--- config.mk ---
export PLATFORM = sky130hd
export DESIGN_NAME = calendar_date_add_days
export DESIGN_NICKNAME = d
export VERILOG_FILES = /design/src/rtl/cdad_pkg.sv /design/src/rtl/cdad_front.sv /design/src/rtl/cdad_queue.sv /design/src/rtl/cdad_back.sv /design/src/rtl/calendar_date_add_days.sv
export SDC_FILE = /design/constraint.sdc
export NUM_CORES = 1
export LEC_CHECK = 0
export ABC_AREA = 1
export BUFFER_PORTS_ARGS = -buffer_cell sky130_fd_sc_hd__buf_2
export CORE_MARGIN = 2
export CORE_UTILIZATION = 60
export CTS_CLUSTER_DIAMETER = 50
export DETAILED_ROUTE_END_ITERATION = 8
export GPL_ROUTABILITY_DRIVEN = 0
export PLACE_DENSITY = 0.84
export SLEW_MARGIN = 20
export SYNTH_ARGS = -nofsm -noshare
export SYNTH_HDL_FRONTEND = slang
export SYNTH_HIERARCHICAL = 1
export SYNTH_SLANG_ARGS = --single-unit
--- constraint.sdc ---
create_clock -name clk -period 5.7 [get_ports clk]
set_clock_uncertainty 0.2 [all_clocks]
set_input_delay 1.14 -clock clk [delete_from_list [all_inputs] [get_ports clk]]
set_output_delay 1.14 -clock clk [all_outputs]
set_load 0.02 [all_outputs]
--- src/rtl/cdad_pkg.sv ---
// shared types, codes and tables for the calendar date add-days block
// no dependencies; used by every module in rtl/
package cdad_pkg;

    // field widths of the item and result beats
    localparam int YEAR_W   = 14;
    localparam int MONTH_W  = 4;
    localparam int DAY_W    = 5;
    localparam int STATUS_W = 2;

    // parameter defaults
    localparam int MAX_YEAR_DEF  = 9999;
    localparam int ADD_WIDTH_DEF = 16;

    // depth of the queue between front and back
    localparam int Q_DEPTH = 2;

    // year mod 25 tells centuries apart: 100 = 4*25, 400 = 16*25
    localparam int CENTURY_DIV = 25;
    localparam int YMOD_W      = 5;

    // reciprocal of 25 for the year remainder, exact for years below 2^16
    localparam int RECIP_25    = 83887;
    localparam int RECIP_SHIFT = 21;
    localparam int RECIP_W     = 17;

    localparam logic [MONTH_W-1:0] MONTH_JAN = 4'd1;
    localparam logic [MONTH_W-1:0] MONTH_FEB = 4'd2;
    localparam logic [MONTH_W-1:0] MONTH_DEC = 4'd12;
    localparam logic [DAY_W-1:0]   DAY_LAST  = 5'd31;

    // result status codes
    localparam logic [STATUS_W-1:0] ST_OK        = 2'd0;
    localparam logic [STATUS_W-1:0] ST_BAD_MONTH = 2'd1;
    localparam logic [STATUS_W-1:0] ST_OVERFLOW  = 2'd2;

    // class of an item as found by the front
    typedef enum logic [1:0] {
        KIND_NORMAL    = 2'd0,
        KIND_BAD_MONTH = 2'd1,
        KIND_OVER_MAX  = 2'd2
    } kind_t;

    // internal year width: wide enough for the saturation limit
    function automatic int year_bits(input int max_year);
        int b;
        begin
            b = $clog2(max_year + 1);
            return (b > YEAR_W) ? b : YEAR_W;
        end
    endfunction

    // width of one queue entry
    function automatic int entry_bits(input int max_year, input int add_width);
        begin
            return $bits(kind_t) + YMOD_W + add_width + DAY_W + MONTH_W
                + year_bits(max_year);
        end
    endfunction

    // month length, february lengthened in leap years
    function automatic logic [DAY_W-1:0] month_days(
        input logic [MONTH_W-1:0] m,
        input logic               leap
    );
        logic [DAY_W-1:0] len;
        begin
            unique case (m)
                4'd2:                 len = leap ? 5'd29 : 5'd28;
                4'd4, 4'd6, 4'd9, 4'd11: len = 5'd30;
                default:              len = 5'd31;
            endcase
            return len;
        end
    endfunction

endpackage

--- src/rtl/cdad_front.sv ---
// front part: takes the item beat, classifies it and works out year mod 25
// depends on cdad_pkg; feeds cdad_queue
module cdad_front #(
    parameter int MAX_YEAR  = cdad_pkg::MAX_YEAR_DEF,
    parameter int ADD_WIDTH = cdad_pkg::ADD_WIDTH_DEF
) (
    input  logic                          clk,
    input  logic                          rst_n,
    input  logic                          start,
    output logic                          busy,
    input  logic [cdad_pkg::YEAR_W-1:0]   start_year,
    input  logic [cdad_pkg::MONTH_W-1:0]  start_month,
    input  logic [cdad_pkg::DAY_W-1:0]    start_day,
    input  logic [ADD_WIDTH-1:0]          days_to_add,
    input  logic                          q_full,
    output logic                          q_push,
    output logic [cdad_pkg::entry_bits(MAX_YEAR, ADD_WIDTH)-1:0] q_wdata
);

    localparam int YW = cdad_pkg::year_bits(MAX_YEAR);
    localparam int PW = YW + cdad_pkg::RECIP_W;
    localparam int QW = PW - cdad_pkg::RECIP_SHIFT;

    typedef enum logic [3:0] {
        F_IDLE = 4'b0001,
        F_MUL  = 4'b0010,
        F_MOD  = 4'b0100,
        F_PUSH = 4'b1000
    } fstate_t;

    fstate_t                         state_reg, state_next;
    logic [YW-1:0]                   year_reg;
    logic [cdad_pkg::MONTH_W-1:0]    month_reg;
    logic [cdad_pkg::DAY_W-1:0]      day_reg;
    logic [ADD_WIDTH-1:0]            count_reg;
    logic [QW-1:0]                   quo_reg, quo_next;
    logic [cdad_pkg::YMOD_W-1:0]     rem_reg, rem_next;
    cdad_pkg::kind_t                 kind_reg, kind_in;
    logic [YW-1:0]                   year_in;
    logic                            accept;

    assign busy   = (state_reg != F_IDLE);
    assign accept = start && (state_reg == F_IDLE);
    assign year_in = YW'(start_year);

    // classify the incoming beat
    always_comb
    begin
        if (start_month < cdad_pkg::MONTH_JAN || start_month > cdad_pkg::MONTH_DEC)
        begin
            kind_in = cdad_pkg::KIND_BAD_MONTH;
        end
        else if (year_in > YW'(MAX_YEAR))
        begin
            kind_in = cdad_pkg::KIND_OVER_MAX;
        end
        else
        begin
            kind_in = cdad_pkg::KIND_NORMAL;
        end
    end

    // year mod 25: quotient by reciprocal multiply, then multiply back and subtract
    assign quo_next = QW'((PW'(year_reg) * PW'(cdad_pkg::RECIP_25)) >> cdad_pkg::RECIP_SHIFT);
    assign rem_next = cdad_pkg::YMOD_W'(year_reg
        - YW'(quo_reg) * YW'(cdad_pkg::CENTURY_DIV));

    // sequencer
    always_comb
    begin
        state_next = state_reg;
        q_push     = 1'b0;
        unique case (state_reg)
            F_IDLE:
            begin
                if (start)
                begin
                    state_next = F_MUL;
                end
            end
            F_MUL:
            begin
                state_next = F_MOD;
            end
            F_MOD:
            begin
                state_next = F_PUSH;
            end
            F_PUSH:
            begin
                if (!q_full)
                begin
                    q_push     = 1'b1;
                    state_next = F_IDLE;
                end
            end
            default:
            begin
                state_next = F_IDLE;
            end
        endcase
    end

    always_ff @(posedge clk or negedge rst_n)
    begin
        if (!rst_n)
        begin
            state_reg <= F_IDLE;
        end
        else
        begin
            state_reg <= state_next;
        end
    end

    // item payload and remainder unit
    always_ff @(posedge clk)
    begin
        if (accept)
        begin
            year_reg  <= year_in;
            month_reg <= start_month;
            day_reg   <= (start_day == '0) ? cdad_pkg::DAY_W'(1) : start_day;
            count_reg <= days_to_add;
            kind_reg  <= kind_in;
        end
        else if (state_reg == F_MUL)
        begin
            quo_reg <= quo_next;
        end
        else if (state_reg == F_MOD)
        begin
            rem_reg <= rem_next;
        end
    end

    assign q_wdata = {kind_reg, rem_reg, count_reg, day_reg, month_reg, year_reg};

endmodule

--- src/rtl/cdad_queue.sv ---
// short register queue between the front and the back
// depends on cdad_pkg for its depth
module cdad_queue #(
    parameter int WIDTH = 8
) (
    input  logic             clk,
    input  logic             rst_n,
    input  logic             push,
    input  logic [WIDTH-1:0] wdata,
    input  logic             pop,
    output logic [WIDTH-1:0] rdata,
    output logic             full,
    output logic             empty
);

    localparam int PW = (cdad_pkg::Q_DEPTH > 1) ? $clog2(cdad_pkg::Q_DEPTH) : 1;
    localparam int NW = $clog2(cdad_pkg::Q_DEPTH + 1);

    logic [WIDTH-1:0] mem_reg [cdad_pkg::Q_DEPTH];
    logic [PW-1:0]    wr_ptr_reg, rd_ptr_reg;
    logic [NW-1:0]    fill_reg;

    assign full  = (fill_reg == NW'(cdad_pkg::Q_DEPTH));
    assign empty = (fill_reg == '0);
    assign rdata = mem_reg[rd_ptr_reg];

    // pointer that wraps at the depth
    function automatic logic [PW-1:0] ptr_inc(input logic [PW-1:0] p);
        begin
            return (p == PW'(cdad_pkg::Q_DEPTH - 1)) ? '0 : p + PW'(1);
        end
    endfunction

    // pointers and fill count
    always_ff @(posedge clk or negedge rst_n)
    begin
        if (!rst_n)
        begin
            wr_ptr_reg <= '0;
            rd_ptr_reg <= '0;
            fill_reg   <= '0;
        end
        else
        begin
            if (push)
            begin
                wr_ptr_reg <= ptr_inc(wr_ptr_reg);
            end
            if (pop)
            begin
                rd_ptr_reg <= ptr_inc(rd_ptr_reg);
            end
            if (push && !pop)
            begin
                fill_reg <= fill_reg + NW'(1);
            end
            else if (pop && !push)
            begin
                fill_reg <= fill_reg - NW'(1);
            end
        end
    end

    // entry storage
    always_ff @(posedge clk)
    begin
        if (push)
        begin
            mem_reg[wr_ptr_reg] <= wdata;
        end
    end

endmodule

--- src/rtl/cdad_back.sv ---
// back part: walks the date forward one month per cycle and drives the result
// depends on cdad_pkg; fed by cdad_queue
module cdad_back #(
    parameter int MAX_YEAR  = cdad_pkg::MAX_YEAR_DEF,
    parameter int ADD_WIDTH = cdad_pkg::ADD_WIDTH_DEF
) (
    input  logic                          clk,
    input  logic                          rst_n,
    input  logic                          q_empty,
    input  logic [cdad_pkg::entry_bits(MAX_YEAR, ADD_WIDTH)-1:0] q_rdata,
    output logic                          q_pop,
    output logic                          done,
    output logic [cdad_pkg::YEAR_W-1:0]   result_year,
    output logic [cdad_pkg::MONTH_W-1:0]  result_month,
    output logic [cdad_pkg::DAY_W-1:0]    result_day,
    output logic [cdad_pkg::STATUS_W-1:0] status
);

    localparam int YW  = cdad_pkg::year_bits(MAX_YEAR);
    localparam int DW  = ADD_WIDTH + 1;
    localparam int YM_LO = YW + cdad_pkg::MONTH_W + cdad_pkg::DAY_W + ADD_WIDTH;
    localparam int K_LO  = YM_LO + cdad_pkg::YMOD_W;

    typedef enum logic [1:0] {
        B_IDLE = 2'b01,
        B_RUN  = 2'b10
    } bstate_t;

    bstate_t                       state_reg;
    logic [YW-1:0]                 year_reg;
    logic [cdad_pkg::MONTH_W-1:0]  month_reg;
    logic [DW-1:0]                 day_reg;
    logic [cdad_pkg::YMOD_W-1:0]   ymod_reg;
    logic                          done_reg;
    logic [cdad_pkg::YEAR_W-1:0]   ryear_reg;
    logic [cdad_pkg::MONTH_W-1:0]  rmonth_reg;
    logic [cdad_pkg::DAY_W-1:0]    rday_reg;
    logic [cdad_pkg::STATUS_W-1:0] rstatus_reg;

    // queue entry fields
    logic [YW-1:0]                 e_year;
    logic [cdad_pkg::MONTH_W-1:0]  e_month;
    logic [cdad_pkg::DAY_W-1:0]    e_day;
    logic [ADD_WIDTH-1:0]          e_count;
    logic [cdad_pkg::YMOD_W-1:0]   e_ymod;
    cdad_pkg::kind_t               e_kind;

    logic                          leap;
    logic [cdad_pkg::DAY_W-1:0]    len;
    logic                          past_end;
    logic                          year_wrap;
    logic                          at_max;

    assign e_year  = q_rdata[YW-1:0];
    assign e_month = q_rdata[YW +: cdad_pkg::MONTH_W];
    assign e_day   = q_rdata[YW + cdad_pkg::MONTH_W +: cdad_pkg::DAY_W];
    assign e_count = q_rdata[YW + cdad_pkg::MONTH_W + cdad_pkg::DAY_W +: ADD_WIDTH];
    assign e_ymod  = q_rdata[YM_LO +: cdad_pkg::YMOD_W];
    assign e_kind  = cdad_pkg::kind_t'(q_rdata[K_LO +: $bits(cdad_pkg::kind_t)]);

    assign q_pop = (state_reg == B_IDLE) && !q_empty;

    // gregorian leap test: by 4, not by 100 unless by 400
    assign leap = (year_reg[1:0] == 2'b00)
        && ((ymod_reg != '0) || (year_reg[3:0] == 4'b0000));
    assign len       = cdad_pkg::month_days(month_reg, leap);
    assign past_end  = (day_reg > DW'(len));
    assign year_wrap = (month_reg == cdad_pkg::MONTH_DEC);
    assign at_max    = (year_reg >= YW'(MAX_YEAR));

    // control and result strobe
    always_ff @(posedge clk or negedge rst_n)
    begin
        if (!rst_n)
        begin
            state_reg <= B_IDLE;
            done_reg  <= 1'b0;
        end
        else
        begin
            done_reg <= 1'b0;
            unique case (state_reg)
                B_IDLE:
                begin
                    if (q_pop)
                    begin
                        if (e_kind == cdad_pkg::KIND_NORMAL)
                        begin
                            state_reg <= B_RUN;
                        end
                        else
                        begin
                            done_reg <= 1'b1;
                        end
                    end
                end
                B_RUN:
                begin
                    if (!past_end || (year_wrap && at_max))
                    begin
                        done_reg  <= 1'b1;
                        state_reg <= B_IDLE;
                    end
                end
                default:
                begin
                    state_reg <= B_IDLE;
                end
            endcase
        end
    end

    // month walk and result registers
    always_ff @(posedge clk)
    begin
        if (state_reg == B_IDLE)
        begin
            if (q_pop)
            begin
                year_reg  <= e_year;
                month_reg <= e_month;
                day_reg   <= DW'(e_day) + DW'(e_count);
                ymod_reg  <= e_ymod;
                if (e_kind == cdad_pkg::KIND_BAD_MONTH)
                begin
                    ryear_reg   <= '0;
                    rmonth_reg  <= '0;
                    rday_reg    <= '0;
                    rstatus_reg <= cdad_pkg::ST_BAD_MONTH;
                end
                else
                begin
                    ryear_reg   <= cdad_pkg::YEAR_W'(MAX_YEAR);
                    rmonth_reg  <= cdad_pkg::MONTH_DEC;
                    rday_reg    <= cdad_pkg::DAY_LAST;
                    rstatus_reg <= cdad_pkg::ST_OVERFLOW;
                end
            end
        end
        else if (!past_end)
        begin
            // date is normalized
            ryear_reg   <= year_reg[cdad_pkg::YEAR_W-1:0];
            rmonth_reg  <= month_reg;
            rday_reg    <= day_reg[cdad_pkg::DAY_W-1:0];
            rstatus_reg <= cdad_pkg::ST_OK;
        end
        else if (year_wrap && at_max)
        begin
            // ran past the last year: saturate
            ryear_reg   <= cdad_pkg::YEAR_W'(MAX_YEAR);
            rmonth_reg  <= cdad_pkg::MONTH_DEC;
            rday_reg    <= cdad_pkg::DAY_LAST;
            rstatus_reg <= cdad_pkg::ST_OVERFLOW;
        end
        else
        begin
            // consume one month
            day_reg <= day_reg - DW'(len);
            if (year_wrap)
            begin
                month_reg <= cdad_pkg::MONTH_JAN;
                year_reg  <= year_reg + YW'(1);
                ymod_reg  <= (ymod_reg == cdad_pkg::YMOD_W'(cdad_pkg::CENTURY_DIV - 1))
                    ? '0 : ymod_reg + cdad_pkg::YMOD_W'(1);
            end
            else
            begin
                month_reg <= month_reg + cdad_pkg::MONTH_W'(1);
            end
        end
    end

    assign done         = done_reg;
    assign result_year  = ryear_reg;
    assign result_month = rmonth_reg;
    assign result_day   = rday_reg;
    assign status       = rstatus_reg;

endmodule

--- src/rtl/calendar_date_add_days.sv ---
// top level of the calendar date add-days block
// depends on cdad_pkg, cdad_front, cdad_queue and cdad_back
//
// An item is taken when start is high and busy is low. The front holds busy
// through its multiply, remainder and push states while a reciprocal multiply
// works out the year modulo 25 for the leap test, and stays in the push state
// while the queue is full. The back then walks the date one month per cycle
// until the day fits its month or the last year is passed; an illegal month or
// a start year past the limit needs no walk and its result is registered as
// the back pops it from the queue. A two-beat queue lets the front take the
// next item while the back is still walking. Each result appears for exactly
// one cycle with done high and must be captured then; results leave in the
// order the items came in.
module calendar_date_add_days #(
    parameter int MAX_YEAR  = cdad_pkg::MAX_YEAR_DEF,
    parameter int ADD_WIDTH = cdad_pkg::ADD_WIDTH_DEF
) (
    input  logic                          clk,
    input  logic                          rst_n,
    input  logic                          start,
    output logic                          busy,
    input  logic [cdad_pkg::YEAR_W-1:0]   start_year,
    input  logic [cdad_pkg::MONTH_W-1:0]  start_month,
    input  logic [cdad_pkg::DAY_W-1:0]    start_day,
    input  logic [ADD_WIDTH-1:0]          days_to_add,
    output logic                          done,
    output logic [cdad_pkg::YEAR_W-1:0]   result_year,
    output logic [cdad_pkg::MONTH_W-1:0]  result_month,
    output logic [cdad_pkg::DAY_W-1:0]    result_day,
    output logic [cdad_pkg::STATUS_W-1:0] status
);

    localparam int EW = cdad_pkg::entry_bits(MAX_YEAR, ADD_WIDTH);

    logic          q_push, q_pop, q_full, q_empty;
    logic [EW-1:0] q_wdata, q_rdata;

    // accept and classify
    cdad_front #(
        .MAX_YEAR  (MAX_YEAR),
        .ADD_WIDTH (ADD_WIDTH)
    ) u_front (
        .clk         (clk),
        .rst_n       (rst_n),
        .start       (start),
        .busy        (busy),
        .start_year  (start_year),
        .start_month (start_month),
        .start_day   (start_day),
        .days_to_add (days_to_add),
        .q_full      (q_full),
        .q_push      (q_push),
        .q_wdata     (q_wdata)
    );

    // decoupling queue
    cdad_queue #(
        .WIDTH (EW)
    ) u_queue (
        .clk   (clk),
        .rst_n (rst_n),
        .push  (q_push),
        .wdata (q_wdata),
        .pop   (q_pop),
        .rdata (q_rdata),
        .full  (q_full),
        .empty (q_empty)
    );

    // month walk
    cdad_back #(
        .MAX_YEAR  (MAX_YEAR),
        .ADD_WIDTH (ADD_WIDTH)
    ) u_back (
        .clk          (clk),
        .rst_n        (rst_n),
        .q_empty      (q_empty),
        .q_rdata      (q_rdata),
        .q_pop        (q_pop),
        .done         (done),
        .result_year  (result_year),
        .result_month (result_month),
        .result_day   (result_day),
        .status       (status)
    );

endmodule
; ---- After elaboration in Yosys (flattened, before gate mapping)
; Memories as Yosys holds them, arrays and structs flattened.
; Index checks and enable logic that the tools add are counted.
[totals]
ramBits = 92
n_memories = 1
register_bits = 132
word_cells = 156
[mem_list]
columns = name, words, width, rd, rd_ports_with_merged_regs, wr, line_no
row1 = u_queue.mem_reg, 2, 46, 1, 0, 1, cdad_queue.sv:19  ; logic [WIDTH-1:0] mem_reg [cdad_pkg::Q_DEPTH];
[classes]
n_lt_le_gt_ge = 5
n_eq_ne = 23
muxes = 62
n_addsub = 10
n_reduce_logical = 30
bitwise = 2
mul = 2
[ops]
columns = op, count
row1 = $mux W14, 10
row2 = $mux W17, 4
row3 = $mux W5, 11
row4 = $mux W4, 12
row5 = $mul A14 B17 Y31 const B, 1
row6 = $mux W2, 11
row7 = $add A5 B16 Y17, 1
row8 = $gt A17 B5 Y1, 1
row9 = $sub A17 B5 Y17, 1
row10 = $eq A4 B4 Y1 const B, 4
row11 = $pmux W4 S4, 1
row12 = $add A14 B1 Y14 const B, 1
row13 = $ge A14 B14 Y1 const B, 1
row14 = $gt A14 B14 Y1 const B, 1
row15 = $eq A4 B3 Y1 const B, 3
row16 = $mul A10 B5 Y5 const B, 1
row17 = $mux W1, 10
row18 = $pmux W5 S2, 1
row19 = $reduce_and A3 Y1, 3
row20 = $eq A4 B2 Y1 const B, 2
row21 = $ne A2 B2 Y1 const B, 4
row22 = $logic_and A1 B1 Y1, 6
row23 = $logic_not A2 Y1, 3
row24 = $reduce_and A2 Y1, 3
row25 = other kinds (26), 38

; ---- Logic depth before layout (Yosys ltp)
[depth]
word_depth = 10
mapped_depth = 21
depth_no_buf = 21

; ---- Modules after synthesis
; The synthesis kept the hierarchy.
[modules_own_cells]
columns = mod, n_inst, area_each_um2, cells_per_inst
row1 = cdad_front, 1, 6447.4, 686
row2 = cdad_back, 1, 4270.3, 512
row3 = cdad_queue, 1, 3649.8, 168

; ---- Worst setup path before layout
; No wires, ideal clock.
[synth_path]
path_type = register to register
start = register u_front.year_reg[11]
end = register u_front.quo_reg[0], data pin
setup_time_ns = 0.253
arrival_ns = 4.721
stages_incl_launch_ff = 19
period_less_slack_ns = 5.174
path_slack_ns = 0.526
required_ns = 5.247
path_cell_list = edfxtp_1 > fa_1 > inv_1 > fa_1 > inv_1 > fa_1 > fa_1 > inv_1 > fa_1 > inv_1 > fa_1 > ha_1 > nand2_1 > nor2_1 > nand2_1 > nor2_1 > nand2_1 > nand4_1 > nand2_1
[synth_via]
elab_chain_cells = 1
[synth_lines]
columns = element, line_no
row1 = from (decl), cdad_front.sv:32  ; logic [YW-1:0] year_reg;
row2 = from (signal assigned), cdad_front.sv:121  ; year_reg <= year_in;
row3 = $mul A14 B17 Y31, cdad_front.sv:64  ; assign quo_next = QW'((PW'(year_reg) * PW'(cdad_pkg::RECIP_25)) >> cdad_pkg::RECIP_SHIFT);
row4 = via u_front.quo_next[0], cdad_front.sv:36  ; logic [QW-1:0] quo_reg, quo_next;
row5 = to (signal assigned), cdad_front.sv:129  ; quo_reg <= quo_next;
row6 = to (decl), cdad_front.sv:36
; The timed path passes the listed nets, and every way through them passes these cells.
; A chain may end at the register's enable or synchronous reset.

; ---- Worst setup path after layout
; Same ends and word-level chain as after synthesis.

==> results list <==
- Crit Reg-Reg Startpoint: u_front/year_reg[11]
* Library cell contributing the largest single delay on the critical path: sky130_fd_sc_hd__fa_2
- The register with the most flip-flops in the layout has slightly above 90 of them.
* Critical path launch point type: register
* Number of antenna violations at the first check in global routing: 0
- Sum of negative setup slack: 0 ps
- The final hold violation count is 0.
* Beginning of the worst hold path: u_front/kind_reg[0]
- The repair_antennas step left the layout with diodes totalling 0.
- Maximum number of pins on one net before global-route repair: 53
- Setup slack on the worst reg-to-reg path comes out at 310 ps.
- Die area: 25,200 um^2
* Setup violations, final: 0
- The filler cells instantiated in the layout total 1,573.
- TritonCTS clock tree: built
- For this run, asynchronously set or reset flops after synthesis account for 5.023%.
* Placeable core area: between 20,000 and 25,000 um^2
- Run status: finished, final reports clean
- Signal arrival time at the worst endpoint: 5480 ps
- Clock slew seen by the registers of the worst setup and hold paths: 60 ps
* Number of synthesized flops with an enable pin: 208
* Crit path launch: u_front/year_reg[11]
* TritonCTS buffer count: 25
- Congestion Overflow GR: 0
- Port Buffer Count: between 60 and 70
- Cells after Synth: 1,366
- Leading cell types in the layout, fill and taps excluded: 270 x sky130_fd_sc_hd__nand2_1, 262 x sky130_fd_sc_hd__inv_1, 208 x sky130_fd_sc_hd__edfxtp_1
* Setup repair after global routing missed its margin: no
* Remaining number of nets flagged by the antenna check after routing: 0
- The signal on the critical path passes through fa_2 > inv_1 > fa_1 > inv_1 > fa_1 > fa_1 > inv_1 > fa_1 > inv_1 > fa_1 > ha_1 > nand2_1 > nor2_2 > nand2_1 > nor2_1 > nand2_1 > nand4_1 > nand2_1.
- Upper clock frequency limit: 0.1854 GHz
- Pin placement for this block handled 69 I/O pins.
* Type of the setup path with the least slack: register to register
- For this run, the post-layout net count is 1,707.
- Number of warnings issued by yosys: 6
- Post-Synthesis Cell Area: 14,370 um^2
* Horiz. Die Dim: ~160 um
* Total number of clock tree sinks: 219
- The number of pins exceeding their max-slew limit in the final report is 0.
- STA classifies the critical path endpoint as a register.
- By area the synthesized netlist is led by sky130_fd_sc_hd__edfxtp_1 43%, sky130_fd_sc_hd__fa_1 12%, sky130_fd_sc_hd__ha_1 11%, sky130_fd_sc_hd__nand2_1 7.1%, sky130_fd_sc_hd__inv_1 6.9%.
- Final min period: approximately 5400 ps
- Number of flip-flops and latches in the synthesized netlist: 219
- Most used flip-flop cell after synthesis: sky130_fd_sc_hd__edfxtp_1
* Initial core utilization: 61.21%
- The number of nets in the synthesized netlist is around 1,600.
* Worst-margin pin slew: 1036 ps
- In this run the worst hold path is classified as register to register.
* Initial DRC Count: 983
- Vertical extent of the die: 158.7 um
* Relative slew slack: 30.95%
- After clock tree synthesis, the flow added hold-fix buffers numbering 0.
- sky130_fd_sc_hd__edfxtp_1 takes more of the synthesized area than any other cell.
- Cells with a size suffix above 1 make up between 10% and 20% of the layout.
* Highest fanout seen on the critical path: 3
- Of the synthesized area, sequential elements account for 45.41%.
- Latest clock arrival within the worst-skew pair: between 500 and 600 ps
- Average instance area after synthesis: 10.52 um^2
* Final worst-path cycle share: 94.65%
* First-pass DRT Iterations: 6
- Compared with the post-synthesis result, the final layout area differs by 11.30%.
- Clk root buf: sky130_fd_sc_hd__clkbuf_16
* Number of H-tree branching levels: 1
- The routed layout has roughly 10,000 vias.
* Floorplan row count: 56
- Maximum buffer depth of the clock tree: 3
- Worst setup timing slack at the placement stage: between 200 and 300 ps
- For this block, the routed nets add up to 29,560 um of wire.
* Number of DRC violations after detailed routing: 0
- Netlist cell types: between 40 and 50
- Global routing consumed, over all layers together, 24.06% of the routing resources.
- Vias per cell: 5.416
- Vias in the first global route: 9,933
- Maximum Capacitance Violations: 0
- Commonest non-fill, non-tap cell in the layout: sky130_fd_sc_hd__nand2_1
- The synthesized design devotes to its leading area cell type 43.47% of total area.
- STA puts the critical path data required time at 5780 ps.
- Counting stages on the worst path, the most repeated cell is sky130_fd_sc_hd__fa_1.
- The worst path meets setup with roughly 310 ps of slack.
* Worst stage delay on the critical path: 640 ps
- The first global-routing pass estimated approximately 49,000 um of wire.
- Detailed-placement wirelength estimate: about 22,000 um
- Dividing the detail-routed wire length by the instance count gives 16.46 um.
cell usage after synthesis (all sizes together) (3+ instances only):
| cell | number |
|---|---|
| clkbuf | 12 |
| dfrtp | 9 |
| a21oi | 39 |
| nand3 | 52 |
| inv | 265 |
| xnor2 | 12 |
| edfxtp | 208 |
| nor2 | 114 |
| xor2 | 21 |
| nor3 | 13 |
| nand2 | 274 |
| ha | 122 |
| buf | 9 |
| nand4 | 16 |
| fa | 85 |
| o21ai | 48 |
| a31oi | 3 |
| mux2 | 46 |
cells by family after synthesis:
group,synth area share [%]
adders and majority gates,22.47
and+or+nand+nor,13.93
AOI/OAI and AO/OA,3.875
muxes,4.389
xor gates and xnor gates,2.064
DFF,45.41
buffers and inverters,7.864
stage by stage:
stage / hold slack (ps) / utilization [%] / instances / cell area [um^2]
after floorplan: 221.5 / - / 1366 / 14370
after global placement: 222.6 / 64.50 / 1749 / 15140
after detailed placement: 230.6 / 64.50 / 1749 / 15140
after CTS: 229.6 / 68.08 / 1795 / 15980
after global routing: 249.2 / 68.13 / 1796 / 15990
final: 237.6 / 68.13 / 1796 / 15990
repair_timing:
item,4_1_cts,5_1_grt
setup buffers,0,1
endpoints found under the setup margin,0,3
resized for setup,0,2
worst paths after layout:
path                                          end  cells past startpoint
max                            u_front/quo_reg[0]                     18
max reg2reg                    u_front/quo_reg[0]                     18
min                        u_queue/mem_reg[0][44]                      0
max in group asynchronous    u_front/state_reg[0]                      1
min reg2reg                u_queue/mem_reg[0][44]                      0
min in group asynchronous      u_queue/rd_ptr_reg                      1
metal layers:
layer | global-route usage [%] | vias to the layer above | wire, um
met3 | 4.232 | 78 | 2107
met4 | 9.216 | 0 | 976
li1 | - | 4621 | -
met2 | 41.96 | 406 | 14690
met1 | 30.01 | 4622 | 11780
met5 | 0 | - | 0
cell type report:
class	instances	area (um^2)	area share, %
sequential	219	6525	40.80
inverter	266	1001	6.259
clock buffer	28	636.9	3.982
timing repair buffer	86	475.5	2.973
clock inverter	18	201.4	1.260
tap	319	399.1	2.496
multi-input combinational	860	6753	42.23
critical path, delay by kind of cell, from the launching register on:
family	cells	cell delay, ps
fa+ha+maj	7	3530
simple gates	7	700
flops	1	420
buf+inv	4	290
Power is left out: the tool's default activity adds up to more than one toggle a clock period on the data nets, which glitch-free logic cannot reach.
